## src/mfdb_pkg.sv

```systemverilog
`timescale 1ns / 1ps
`default_nettype none

package mfdb_pkg;

  // Field widths
  localparam int unsigned WordW = 32;
  localparam int unsigned RegW  = 6;
  localparam int unsigned ImmW  = 17;

  // Input tdata: instr_word, btb_hit, btb_taken, btb_target, redirect_pc
  localparam int unsigned InDataW  = 104;
  // Output tdata: instr_pc .. next_pc, 125 bits padded to bytes
  localparam int unsigned OutDataW = 128;
  localparam int unsigned OutUsedW = 125;

  // Configuration port
  localparam int unsigned CfgIdxW = 1;
  localparam logic [CfgIdxW-1:0] CfgProgramStart = 1'd0;
  localparam logic [CfgIdxW-1:0] CfgCodeEnd      = 1'd1;

  // Reset values
  localparam logic [WordW-1:0] ProgramStartRst = 32'd0;
  localparam logic [WordW-1:0] CodeEndRst      = 32'd4096;
  localparam logic [WordW-1:0] PcStep          = 32'd4;

  // "No register" / "no immediate" marks
  localparam logic [RegW-1:0] RegNone = {RegW{1'b1}};
  localparam logic [ImmW-1:0] ImmNone = {ImmW{1'b1}};

  typedef enum logic [2:0] {
    ClsMem     = 3'd0,
    ClsImm     = 3'd1,
    ClsBranch  = 3'd2,
    ClsJump    = 3'd3,
    ClsRegimm  = 3'd4,
    ClsSpecial = 3'd5
  } cls_e;

  typedef enum logic [4:0] {
    OpLw    = 5'd0,
    OpSw    = 5'd1,
    OpAddi  = 5'd2,
    OpAddiu = 5'd3,
    OpSlti  = 5'd4,
    OpBeq   = 5'd5,
    OpBne   = 5'd6,
    OpBlez  = 5'd7,
    OpBgtz  = 5'd8,
    OpJ     = 5'd9,
    OpBltz  = 5'd10,
    OpBgez  = 5'd11,
    OpSll   = 5'd12,
    OpSrl   = 5'd13,
    OpSra   = 5'd14,
    OpAdd   = 5'd15,
    OpAddu  = 5'd16,
    OpSub   = 5'd17,
    OpSubu  = 5'd18,
    OpAnd   = 5'd19,
    OpOr    = 5'd20,
    OpXor   = 5'd21,
    OpNor   = 5'd22,
    OpSlt   = 5'd23,
    OpSltu  = 5'd24,
    OpBreak = 5'd25,
    OpNop   = 5'd26
  } op_e;

  // Decoded fields of one instruction word
  typedef struct packed {
    cls_e            cls;
    op_e             op;
    logic [RegW-1:0] src;
    logic [RegW-1:0] tgt;
    logic [RegW-1:0] dst;
    logic [ImmW-1:0] off;
    logic [ImmW-1:0] imm;
    logic            ctrl;
  } dec_t;

endpackage

`default_nettype wire

```

## src/mfdb_decode.sv

```systemverilog
`timescale 1ns / 1ps
`default_nettype none

module mfdb_decode (
  input  wire logic [mfdb_pkg::WordW-1:0] word_i,
  output mfdb_pkg::dec_t                  dec_o
);
  import mfdb_pkg::*;

  logic [4:0] rs_f, rt_f, rd_f;
  op_e        special_op;

  assign rs_f = word_i[25:21];
  assign rt_f = word_i[20:16];
  assign rd_f = word_i[15:11];

  // Walk the function bits of a special word
  always_comb begin
    if (word_i[5]) begin
      if (word_i[3]) begin
        special_op = word_i[0] ? OpSltu : OpSlt;
      end else if (word_i[2]) begin
        if (word_i[1]) special_op = word_i[0] ? OpNor : OpXor;
        else           special_op = word_i[0] ? OpOr  : OpAnd;
      end else begin
        if (word_i[1]) special_op = word_i[0] ? OpSubu : OpSub;
        else           special_op = word_i[0] ? OpAddu : OpAdd;
      end
    end else if (word_i[3]) begin
      special_op = OpBreak;
    end else if (word_i[1]) begin
      special_op = word_i[0] ? OpSra : OpSrl;
    end else begin
      special_op = (word_i == '0) ? OpNop : OpSll;
    end
  end

  // Pick the class by priority of opcode bits, then fill the fields
  always_comb begin
    dec_o      = '0;
    dec_o.src  = RegNone;
    dec_o.tgt  = RegNone;
    dec_o.dst  = RegNone;
    dec_o.off  = ImmNone;
    dec_o.imm  = ImmNone;
    if (word_i[31]) begin
      dec_o.cls = ClsMem;
      dec_o.op  = word_i[29] ? OpSw : OpLw;
      dec_o.src = {1'b0, rs_f};
      dec_o.tgt = {1'b0, rt_f};
      dec_o.off = {1'b0, word_i[15:0]};
    end else if (word_i[29]) begin
      dec_o.cls = ClsImm;
      dec_o.op  = word_i[27] ? OpSlti : (word_i[26] ? OpAddiu : OpAddi);
      dec_o.src = {1'b0, rs_f};
      dec_o.tgt = {1'b0, rt_f};
      // ADDIU zero-extends, the others sign-extend
      if (!word_i[27] && word_i[26]) dec_o.imm = {1'b0, word_i[15:0]};
      else                           dec_o.imm = {word_i[15], word_i[15:0]};
    end else if (word_i[28]) begin
      dec_o.cls  = ClsBranch;
      dec_o.ctrl = 1'b1;
      if (word_i[27]) dec_o.op = word_i[26] ? OpBgtz : OpBlez;
      else            dec_o.op = word_i[26] ? OpBne  : OpBeq;
      dec_o.src = {1'b0, rs_f};
      if (!word_i[27]) dec_o.tgt = {1'b0, rt_f};
    end else if (word_i[27]) begin
      dec_o.cls  = ClsJump;
      dec_o.ctrl = 1'b1;
      dec_o.op   = OpJ;
    end else if (word_i[26]) begin
      dec_o.cls  = ClsRegimm;
      dec_o.ctrl = 1'b1;
      dec_o.op   = word_i[16] ? OpBgez : OpBltz;
      dec_o.src  = {1'b0, rs_f};
    end else begin
      dec_o.cls = ClsSpecial;
      dec_o.op  = special_op;
      if (special_op != OpBreak && special_op != OpNop) begin
        dec_o.src = {1'b0, rs_f};
        dec_o.tgt = {1'b0, rt_f};
        dec_o.dst = {1'b0, rd_f};
      end
    end
  end

endmodule

`default_nettype wire

```

## src/mips_fetch_decode_btb.sv

```systemverilog
`timescale 1ns / 1ps
`default_nettype none

// Fetch and decode stage with branch target buffer prediction. For every
// accepted beat the word is decoded and the next PC predicted in the same
// cycle it is accepted, and the result lands in a single output register,
// so a new beat can be taken every clock while the result register drains.
// That rate is set by the fetch PC register, which is updated on each
// accepted beat. s_axis_tuser_i[0] set marks a redirect: it flushes, loads the
// PC from redirect_pc and clears the stop after a BREAK. While the PC is at or
// past the end of code (register 1), or after a BREAK, fetch beats return idle
// results carrying the unchanged PC. The fetch PC resets to the reset value of
// program_start; a write to program_start is taken but only matters at a
// reset, which also restores that register, so no storage is kept for it.
module mips_fetch_decode_btb (
  input  wire logic                             clk_i,
  input  wire logic                             rst_ni,
  // Configuration write port
  input  wire logic                             cfg_we_i,
  input  wire logic [mfdb_pkg::CfgIdxW-1:0]     cfg_idx_i,
  input  wire logic [mfdb_pkg::WordW-1:0]       cfg_data_i,
  // Input stream
  input  wire logic                             s_axis_tvalid_i,
  output logic                                  s_axis_tready_o,
  // instr_word[31:0], btb_hit[32], btb_taken[33], btb_target[65:34],
  // redirect_pc[97:66], zero pad
  input  wire logic [mfdb_pkg::InDataW-1:0]     s_axis_tdata_i,
  // kind[0]
  input  wire logic                             s_axis_tuser_i,
  // Output stream
  output logic                                  m_axis_tvalid_o,
  input  wire logic                             m_axis_tready_i,
  // instr_pc[31:0], instr_class[34:32], op_code[39:35], src_reg[45:40],
  // tgt_reg[51:46], dst_reg[57:52], mem_offset[74:58], imm_value[91:75],
  // predicted_taken[92], next_pc[124:93], zero pad
  output logic [mfdb_pkg::OutDataW-1:0]         m_axis_tdata_o,
  // valid_res[0], flush[1]
  output logic [1:0]                            m_axis_tuser_o
);
  import mfdb_pkg::*;

  logic [WordW-1:0]    code_end_q;
  logic [WordW-1:0]    pc_q, pc_d;
  logic                stop_q, stop_d;
  logic                out_vld_q;
  logic [OutUsedW-1:0] out_data_q, out_data_d;
  logic [1:0]          out_user_q, out_user_d;

  logic [WordW-1:0] instr_word, btb_target, redirect_pc, pc_inc;
  logic             btb_hit, btb_taken, pred, in_beat;
  dec_t             dec;

  assign instr_word  = s_axis_tdata_i[31:0];
  assign btb_hit     = s_axis_tdata_i[32];
  assign btb_taken   = s_axis_tdata_i[33];
  assign btb_target  = s_axis_tdata_i[65:34];
  assign redirect_pc = s_axis_tdata_i[97:66];

  // Accept while the result register is empty or draining
  assign s_axis_tready_o = !out_vld_q || m_axis_tready_i;
  assign in_beat         = s_axis_tvalid_i && s_axis_tready_o;

  mfdb_decode u_decode (
    .word_i (instr_word),
    .dec_o  (dec)
  );

  assign pred   = dec.ctrl && btb_hit && btb_taken;
  assign pc_inc = pc_q + PcStep;

  // Build the result and the next fetch state
  always_comb begin
    pc_d       = pc_q;
    stop_d     = stop_q;
    out_data_d = '0;
    out_user_d = '0;
    if (s_axis_tuser_i) begin
      pc_d                = redirect_pc;
      stop_d              = 1'b0;
      out_user_d          = 2'b10;
      out_data_d[124:93]  = redirect_pc;
    end else if (stop_q || pc_q >= code_end_q) begin
      out_data_d[124:93]  = pc_q;
    end else begin
      pc_d = pred ? btb_target : pc_inc;
      if (dec.op == OpBreak) stop_d = 1'b1;
      out_user_d          = 2'b01;
      out_data_d[31:0]    = pc_q;
      out_data_d[34:32]   = dec.cls;
      out_data_d[39:35]   = dec.op;
      out_data_d[45:40]   = dec.src;
      out_data_d[51:46]   = dec.tgt;
      out_data_d[57:52]   = dec.dst;
      out_data_d[74:58]   = dec.off;
      out_data_d[91:75]   = dec.imm;
      out_data_d[92]      = pred;
      out_data_d[124:93]  = pred ? btb_target : pc_inc;
    end
  end

  // Configuration: only the code end needs storage
  always_ff @(posedge clk_i or negedge rst_ni) begin
    if (!rst_ni) begin
      code_end_q <= CodeEndRst;
    end else if (cfg_we_i && cfg_idx_i == CfgCodeEnd) begin
      code_end_q <= cfg_data_i;
    end
  end

  // Fetch state, advance on every accepted beat
  always_ff @(posedge clk_i or negedge rst_ni) begin
    if (!rst_ni) begin
      pc_q   <= ProgramStartRst;
      stop_q <= 1'b0;
    end else if (in_beat) begin
      pc_q   <= pc_d;
      stop_q <= stop_d;
    end
  end

  // Result valid flag
  always_ff @(posedge clk_i or negedge rst_ni) begin
    if (!rst_ni) begin
      out_vld_q <= 1'b0;
    end else if (s_axis_tready_o) begin
      out_vld_q <= s_axis_tvalid_i;
    end
  end

  // Result payload, hold while stalled
  always_ff @(posedge clk_i) begin
    if (in_beat) begin
      out_data_q <= out_data_d;
      out_user_q <= out_user_d;
    end
  end

  assign m_axis_tvalid_o = out_vld_q;
  assign m_axis_tdata_o  = {{(OutDataW-OutUsedW){1'b0}}, out_data_q};
  assign m_axis_tuser_o  = out_user_q;

endmodule

`default_nettype wire

```

## config.mk

```make
export PLATFORM = sky130hd
export DESIGN_NAME = mips_fetch_decode_btb
export DESIGN_NICKNAME = d
export VERILOG_FILES = /design/src/mfdb_pkg.sv /design/src/mfdb_decode.sv /design/src/mips_fetch_decode_btb.sv
export SDC_FILE = /design/constraint.sdc
export NUM_CORES = 1
export LEC_CHECK = 0
export BUFFER_PORTS_ARGS = -buffer_cell sky130_fd_sc_hd__buf_2
export CAP_MARGIN = 5
export CELL_PAD_IN_SITES_DETAIL_PLACEMENT = 0
export CELL_PAD_IN_SITES_GLOBAL_PLACEMENT = 1
export CORE_UTILIZATION = 44
export CTS_CLUSTER_SIZE = 12
export DETAILED_ROUTE_END_ITERATION = 10
export GPL_TIMING_DRIVEN = 0
export PLACE_DENSITY = 0.89
export REMOVE_ABC_BUFFERS = 1
export SLEW_MARGIN = 10
export SYNTH_ARGS = -nofsm -noshare
export SYNTH_HDL_FRONTEND = slang
export SYNTH_HIERARCHICAL = 1
export SYNTH_SLANG_ARGS = --single-unit
```

## constraint.sdc

```tcl
create_clock -name clk_i -period 12.66 [get_ports clk_i]
set_input_delay 3.798 -clock clk_i [delete_from_list [all_inputs] [get_ports clk_i]]
set_output_delay 3.798 -clock clk_i [all_outputs]
set_load 0.05 [all_outputs]
```

==> results of run 1 <==
-- how the worst max path moves through the flow --
stage,start,end,cells past startpoint
finish,m_axis_tready_i,s_axis_tready_o,3
detailed placement,m_axis_tready_i,s_axis_tready_o,3
CTS,m_axis_tready_i,s_axis_tready_o,3
floorplan,m_axis_tready_i,pc_q[0],6
global route,m_axis_tready_i,s_axis_tready_o,3
global placement,m_axis_tready_i,pc_q[0],7
-- routing by layer --
layer	share of wire [%]	global-route usage (%)
met4	2.6	9.34
met5	0.036	0
met3	4.9	3.56
met1	45	31.5
met2	47	36.2
-- layout make-up --
cell class,count,area [um2]
clock inverter,15,148
antenna,6,15.0
timing repair buffer,270,1440
sequential,193,5470
inverter,45,181
tap,319,399
multi-input combinational,659,4510
clock buffer,17,425
fill,2130,10800
-- critical path, stage by stage --
cell and delay, ns:
buf_2 0.07, nand2b_1 0.14, buf_2 0.28
-- power groups by stage --
stage | Combinational (W) | Clock [W] | Sequential (W)
3_3_place_gp | 0.000975 | 0 | 0.000960
3_5_place_dp | 0.000984 | 0 | 0.000958
5_1_grt | 0.00107 | 0.000563 | 0.000964
6_report | 0.000986 | 0.000527 | 0.000947
4_1_cts | 0.000987 | 0.000537 | 0.000945
2_1_floorplan | 0.000520 | 0 | 0.00115
-- flip-flops by register name, summed over array words and instances (netlist names) --
register / cells
stop_q: 1
m_axis_tvalid_o: 1
m_axis_tuser_o: 2
pc_q: 32
out_data_q: 125
code_end_q: 32
-- per-stage QoR --
stage	utilization, %	setup WS [ns]	instances	power (W)
final	53.8	4.57	1524	0.00246
after global placement	50.6	1.64	1481	0.00194
after floorplan	-	3.76	897	0.00167
after global routing	53.8	4.53	1524	0.00260
after CTS	53.7	4.56	1518	0.00247
after detailed placement	51.3	4.56	1486	0.00194
-- cell families after synthesis --
kind of cell    count (synthesis)  share of synthesized area, %
mux                            61                          6.27
buf+inv                       116                          4.94
xor+xnor                       30                          2.51
flops                         193                          52.2
fa+ha+maj                      39                          4.66
simple gates                  322                          16.5
other cells                     1                        0.0358
compound gates                204                          12.9
-- layout by cell type, fill, tap and decap left out, drive strengths merged, types with 15 or more instances in the layout --
master,n
inv,50
nor2,38
nand2b,23
a2bb2oi,22
xor2,21
a21oi,18
mux2,33
mux2i,28
edfxtp,127
ha,39
o21ai,78
dfrtp,65
nand4,16
clkbuf,17
and3,100
o22ai,25
nand2,94
buf,270
nand3,15
==> results.cfg, run 1 <==
[hold_path]
worstHoldStart = code_end_q[16]
worstHoldPathType = reg -> reg
hold_depth = 1
hold_end = code_end_q[16]

[grt]
grt_max_degree = 123
overflow = 0
grt_pass1_wl_mm = 42.8
antenna_found_initial = 7
grt_pass1_vias = 7847
grtUsageTotal_pct = 22.9

[flow_run]
maxCapViolations = 0

[floorplan]
initial_core_util_pct = 44.7
fp.dieW_um = 156
ioPinCount = 275
chipHeight_um = 156
core_area_mm2 = 0.0234
rows = 56
die_area_mm2 = 0.0244

[final_layout]
final_nets = 1368
area_growth_syn_to_layout_pct = 20.3
drive_gt1_share_pct = 30.0
fin_area_mm2 = 0.0126

[synthesis]
synth_warnings = 6
yosysSeqAreaShare_pct = 52.2
synth_ff_type = edfxtp_1
ys_types = 68
avgSynthCellArea_um2 = 10.8
synth_commonest_cells = 127 x edfxtp_1, 100 x and3_1, 94 x nand2_1, 68 x o21ai_0, 65 x dfrtp_1
synth_edf_count = 127
syn-instance-count = 966
ys_seq_elements = 193
syn-cell-area_mm2 = 0.0105
synth_top_area_share_pct = 36.5
post-synth-top-count-cell = edfxtp_1
yosys.area.top_type = edfxtp_1
synth_area_leaders = edfxtp_1 36%, dfrtp_1 16%, and3_1 6.0%
async_flop_share_pct = 34.2

[clock_network]
path_clk_slew_ns = 0.08
cts_resized = 0
cts_buffer_depth = 2
clock_latency_ns = 0.44
clock_sinks = 193
cts_tree = done
cts.repair_timing.setup_buffer_count = 0
h-tree-depth = 4
root_buffer = clkbuf_16
hold_buffers = 0
cts_buffers = 17

[timing]
maxSlewHeadroom_pct = 42.8
finalCritPeriodShare_pct = 63.9
setup_tns_ns = 0
setup_viol = 0
finalHoldViolCount = 0
min_period_ns = 8.09
holdWs_ns = 0.508
drv_slew = 0
fin_skew_ns = 0.0203
rsz0062_at_grt = no
max_freq_mhz = 124
tightest_slew_ns = 0.858

[detailed_routing]
postRouteWirelength_mm = 28.1
wire_per_inst_um = 18.4
drtIter0Drc = 655
dr.pass1.iters = 5
ant_nets = 0
vias_per_cell = 5.47
drc = 0
vias = 8331

[setup_path]
end_kind = primary output
cp_max_fo = 3
critPathLaunchType = primary input
r2r_slack_ns = 8.88
worstSetupPathType = in -> out
critical_path_arrival_ns = 4.29
cp_data_required_time_ns = 8.86
r2r_end = pc_q[17]
reg2regPathDepth = 10
r2r-start = pc_q[21]

[place]
io_buffers = 265
dp_hpwl_mm = 19.1
placed_area_mm2 = 0.0120
gp_congestion = 0.805

[power]
ir_drop_mv = 0.177
p_leak_nw = 5.56
switching_share_pct = 41.2
p_seq_share_pct = 38.5
p_clk_share_pct = 21.4
internal_power_w = 0.00145
power.switching_w = 0.00101
pwr-share-comb_pct = 40.1
powerDensity_mw_per_mm2 = 195

[outcome]
status = finished clean
Note: power is estimated with default switching activity, not from simulation.
==> run 2: changes to the inputs <==
--- a/config.mk
+++ b/config.mk
@@ -9,11 +9,11 @@
 export CAP_MARGIN = 5
 export CELL_PAD_IN_SITES_DETAIL_PLACEMENT = 0
 export CELL_PAD_IN_SITES_GLOBAL_PLACEMENT = 1
-export CORE_UTILIZATION = 44
+export CORE_UTILIZATION = 37
 export CTS_CLUSTER_SIZE = 12
 export DETAILED_ROUTE_END_ITERATION = 10
 export GPL_TIMING_DRIVEN = 0
-export PLACE_DENSITY = 0.89
+export PLACE_DENSITY = 0.81
 export REMOVE_ABC_BUFFERS = 1
 export SLEW_MARGIN = 10
 export SYNTH_ARGS = -nofsm -noshare
==> constraint.sdc (replaced) <==
create_clock -name clk_i -period 7.4 [get_ports clk_i]
set_input_delay 2.22 -clock clk_i [delete_from_list [all_inputs] [get_ports clk_i]]
set_output_delay 2.22 -clock clk_i [all_outputs]
set_load 0.05 [all_outputs]
==> results.cfg, run 2 (same netlist as run 1, synthesis figures left out) <==
[outcome]
status = finished clean

[hold_path]
worstHoldPathType = reg -> reg

[clock_network]
cts.repair_timing.setup_buffer_count = 0
cts_buffers = 17
clock_sinks = 193
hold_buffers = 0
cts_tree = done
cts_resized = 0
path_clk_slew_ns = 0.07
cts_buffer_depth = 2
h-tree-depth = 4
root_buffer = clkbuf_16
clock_latency_ns = 0.44

[setup_path]
cp_cell_sequence = buf_2 -> nand2b_1 -> buf_2
end_kind = primary output
critPathLaunchType = primary input
cp_max_fo = 3
worstSetupPathType = in -> out
critical_path_arrival_ns = 2.71
cp_data_required_time_ns = 5.18
max_stage_delay_ns = 0.28
critPathMostFrequentCell = buf_2
slowest_stage = buf_2

[final_layout]
drive_gt1_share_pct = 30.1
top_register = out_data_q
largest_reg_flops = 125
fill_cells = 2735
regArea_mm2 = 0.00547
area_growth_syn_to_layout_pct = 21.4
largestRegisters = out_data_q x125, code_end_q x32, pc_q x32
final_nets = 1370
final_common_cell = buf_2
fin_area_mm2 = 0.0127
fin_cells = 1586
final_cell_mix = 263 x buf_2, 127 x edfxtp_1, 99 x and3_1
multi_input_area_mm2 = 0.00451

[timing]
holdWs_ns = 0.505
drv_slew = 0
setup_tns_ns = 0
rsz0062_at_grt = no
min_period_ns = 4.93
tightest_slew_ns = 0.933
maxSlewHeadroom_pct = 37.7
max_freq_mhz = 203
finalHoldViolCount = 0
fin_skew_ns = 0.0143
setup_viol = 0
finalCritPeriodShare_pct = 66.6

[power]
ir_drop_mv = 0.174
power.total_w = 0.00423
powerDensity_mw_per_mm2 = 333
p_leak_nw = 5.57

[grt]
antenna_found_initial = 8
grt_max_degree = 123
grt_pass1_vias = 7925
grtUsageTotal_pct = 20.6
overflow = 0
grt_pass1_wl_mm = 45.3

[detailed_routing]
drtIter0Drc = 691
dr.pass1.iters = 5
ant_nets = 0
drc = 0
vias = 8324
vias_per_cell = 5.25
wire_per_inst_um = 18.8
postRouteWirelength_mm = 29.9

[floorplan]
ioPinCount = 275
die_area_mm2 = 0.0290
chipHeight_um = 170
core_area_mm2 = 0.0278
rows = 61
fp.dieW_um = 170
initial_core_util_pct = 37.7

[place]
gp_congestion = 0.796
placed_area_mm2 = 0.0121
dp_hpwl_mm = 20.4
dp_cells = 1547
io_buffers = 265

[flow_run]
maxCapViolations = 0
run 2: final cells by class:
type / count / share of cell area [%]
diodes: 7 / 0.138
clock buffers: 20 / 3.60
clock inverters: 12 / 0.798
inverters: 45 / 1.43
multi-input cells: 659 / 35.5
flip-flops and latches: 193 / 43.0
well taps: 378 / 3.72
repair buffers: 272 / 11.8
run 2: worst max-delay path: cells and delay by family:
kind	cells	cell delay, ns
buffers and inverters	2	0.36
and+or+nand+nor	1	0.14
run 2: path summary, 6_finish.rpt:
path | from | endpoint | slack [ns] | cells past startpoint
max | m_axis_tready_i | s_axis_tready_o | 2.47 | 3
min | code_end_q[15] | code_end_q[15] | 0.51 | 1
max reg2reg | pc_q[21] | pc_q[22] | 3.54 | 10
min reg2reg | code_end_q[15] | code_end_q[15] | 0.51 | 1
max in group asynchronous | rst_ni | code_end_q[12] | 5.06 | 2
min in group asynchronous | rst_ni | code_end_q[24] | 1.71 | 1
run 2: power by group:
part | leakage (nW) | switching (W) | internal (W)
Combinational | 3.33 | 0.00110 | 0.000611
Sequential | 1.99 | 0.000196 | 0.00143
Clock | 0.258 | 0.000441 | 0.000456
run 2: per-layer routing:
metal	GRT usage [%]	wire length (um)	vias up	share of wire, %
met2	31.9	14100	249	47
met4	8.58	660	0	2.2
met1	28.4	13600	4038	46
li1	-	-	3998	-
met5	0	0	-	0
met3	3.65	1440	39	4.8
run 2: metrics by stage:
stage	utilization [%]	setup slack, ns
after detailed placement	43.6	1.65
after floorplan	-	0.0786
after CTS	45.6	2.12
after global routing	45.7	2.45
after global placement	42.9	-2.45
final	45.7	2.47
==> run 3: changes to the inputs <==
--- a/config.mk
+++ b/config.mk
@@ -9,11 +9,11 @@
 export CAP_MARGIN = 5
 export CELL_PAD_IN_SITES_DETAIL_PLACEMENT = 0
 export CELL_PAD_IN_SITES_GLOBAL_PLACEMENT = 1
-export CORE_UTILIZATION = 37
+export CORE_UTILIZATION = 41
 export CTS_CLUSTER_SIZE = 12
 export DETAILED_ROUTE_END_ITERATION = 10
 export GPL_TIMING_DRIVEN = 0
-export PLACE_DENSITY = 0.81
+export PLACE_DENSITY = 0.84
 export REMOVE_ABC_BUFFERS = 1
 export SLEW_MARGIN = 10
 export SYNTH_ARGS = -nofsm -noshare
==> constraint.sdc (replaced) <==
create_clock -name clk_i -period 4.8 [get_ports clk_i]
set_input_delay 1.44 -clock clk_i [delete_from_list [all_inputs] [get_ports clk_i]]
set_output_delay 1.44 -clock clk_i [all_outputs]
set_load 0.05 [all_outputs]
==> results.cfg, run 3 (same netlist as run 1, synthesis figures left out) <==
[outcome]
status = finished clean

[floorplan]
chipHeight_um = 162
initial_core_util_pct = 41.7
core_area_mm2 = 0.0251
fp.dieW_um = 162
die_area_mm2 = 0.0262
rows = 58
ioPinCount = 275

[grt]
overflow = 0
grt_max_degree = 123
antenna_found_initial = 6
grt_pass1_vias = 7674
grtUsageTotal_pct = 21.6
grt_pass1_wl_mm = 43.5

[setup_path]
reg2regPathDepth = 10
startpoint = s_axis_tuser_i
r2r_slack_ns = 1.22
cp_max_fo = 122
r2r-start = pc_q[21]
cp_data_required_time_ns = 5.17
critical_path_arrival_ns = 4.11
critPathLaunchType = primary input
worstSetupPathType = in -> reg
end_kind = register
r2r_end = pc_q[16]

[final_layout]
regArea_mm2 = 0.00547
largestRegisters = out_data_q x125, code_end_q x32, pc_q x32
top_register = out_data_q
fill_cells = 2323
final_nets = 1368
final_cell_mix = 263 x buf_2, 127 x edfxtp_1, 99 x and3_1
multi_input_area_mm2 = 0.00451
fin_area_mm2 = 0.0126
largest_reg_flops = 125
final_common_cell = buf_2
area_growth_syn_to_layout_pct = 20.6
drive_gt1_share_pct = 29.9

[clock_network]
clock_latency_ns = 0.44
cts_buffers = 17
cts_resized = 0
hold_buffers = 0
clock_sinks = 193
root_buffer = clkbuf_16
path_clk_slew_ns = 0.08
cts.repair_timing.setup_buffer_count = 0
h-tree-depth = 4
cts_tree = done
cts_buffer_depth = 2

[detailed_routing]
ant_nets = 0
vias = 8265
dr.pass1.iters = 5
drc = 0
vias_per_cell = 5.38
drtIter0Drc = 648
postRouteWirelength_mm = 28.4
wire_per_inst_um = 18.5

[hold_path]
worstHoldStart = code_end_q[11]
worstHoldPathType = reg -> reg
hold_depth = 1
hold_end = code_end_q[11]

[timing]
tightest_slew_ns = 0.875
holdWs_ns = 0.509
drv_slew = 0
min_period_ns = 3.74
setup_tns_ns = 0
rsz0062_at_grt = no
finalCritPeriodShare_pct = 77.9
max_freq_mhz = 267
maxSlewHeadroom_pct = 41.3
finalHoldViolCount = 0
fin_skew_ns = 0.0195
setup_viol = 0

[power]
powerDensity_mw_per_mm2 = 517
p_leak_nw = 5.57
power.switching_w = 0.00266
power.total_w = 0.00652
internal_power_w = 0.00386
switching_share_pct = 40.8
ir_drop_mv = 0.298
p_clk_share_pct = 21.7
p_seq_share_pct = 38.3
pwr-share-comb_pct = 40.0

[place]
placed_area_mm2 = 0.0120
dp_hpwl_mm = 19.4
io_buffers = 265
gp_congestion = 0.780

[flow_run]
maxCapViolations = 0
## run 3: worst max-delay path by stage
stage                to  slack [ns]
2_1_floorplan   pc_q[0]       -1.74
3_3_place_gp    pc_q[0]       -4.10
3_5_place_dp   pc_q[16]       -0.04
4_1_cts        pc_q[16]        0.44
5_1_grt        pc_q[16]        0.81
6_report       pc_q[16]        1.06
## run 3: final cells by class
cell class                      instances  share of cell area (%)
Antenna cell                            6                   0.119
Tap cell                              330                    3.27
Multi-Input combinational cell        659                    35.7
Sequential cell                       193                    43.3
Inverter                               45                    1.44
Clock buffer                           17                    3.37
Clock inverter                         15                    1.19
Timing Repair Buffer                  270                    11.6
## run 3: worst max-delay path: stages
cell and delay (ns):
buf_4 0.55, clkinv_4 0.80, nand3_2 0.86, o22ai_1 0.20, a2bb2oi_1 0.20
## run 3: per-stage QoR
step	setup slack, ns	std cells	utilization (%)
2_1_floorplan	-1.74	897	-
3_3_place_gp	-4.10	1492	47.2
3_5_place_dp	-0.0368	1497	47.9
5_1_grt	0.812	1535	50.3
4_1_cts	0.439	1529	50.2
6_report	1.06	1535	50.3
## run 3: routing by layer
metal	vias up	GRT usage, %	wire, um
li1	4000	-	-
met1	3974	30.4	13100
met2	257	33.6	13300
met3	34	3.22	1340
met4	0	8.40	657
met5	-	0	0
## run 3: power groups by stage
stage | Combinational [W] | Sequential (W) | Clock [W]
global placement | 0.00257 | 0.00253 | 0
finish | 0.00261 | 0.00250 | 0.00142
global route | 0.00284 | 0.00255 | 0.00150
CTS | 0.00262 | 0.00249 | 0.00144
floorplan | 0.00137 | 0.00304 | 0
detailed placement | 0.00261 | 0.00253 | 0
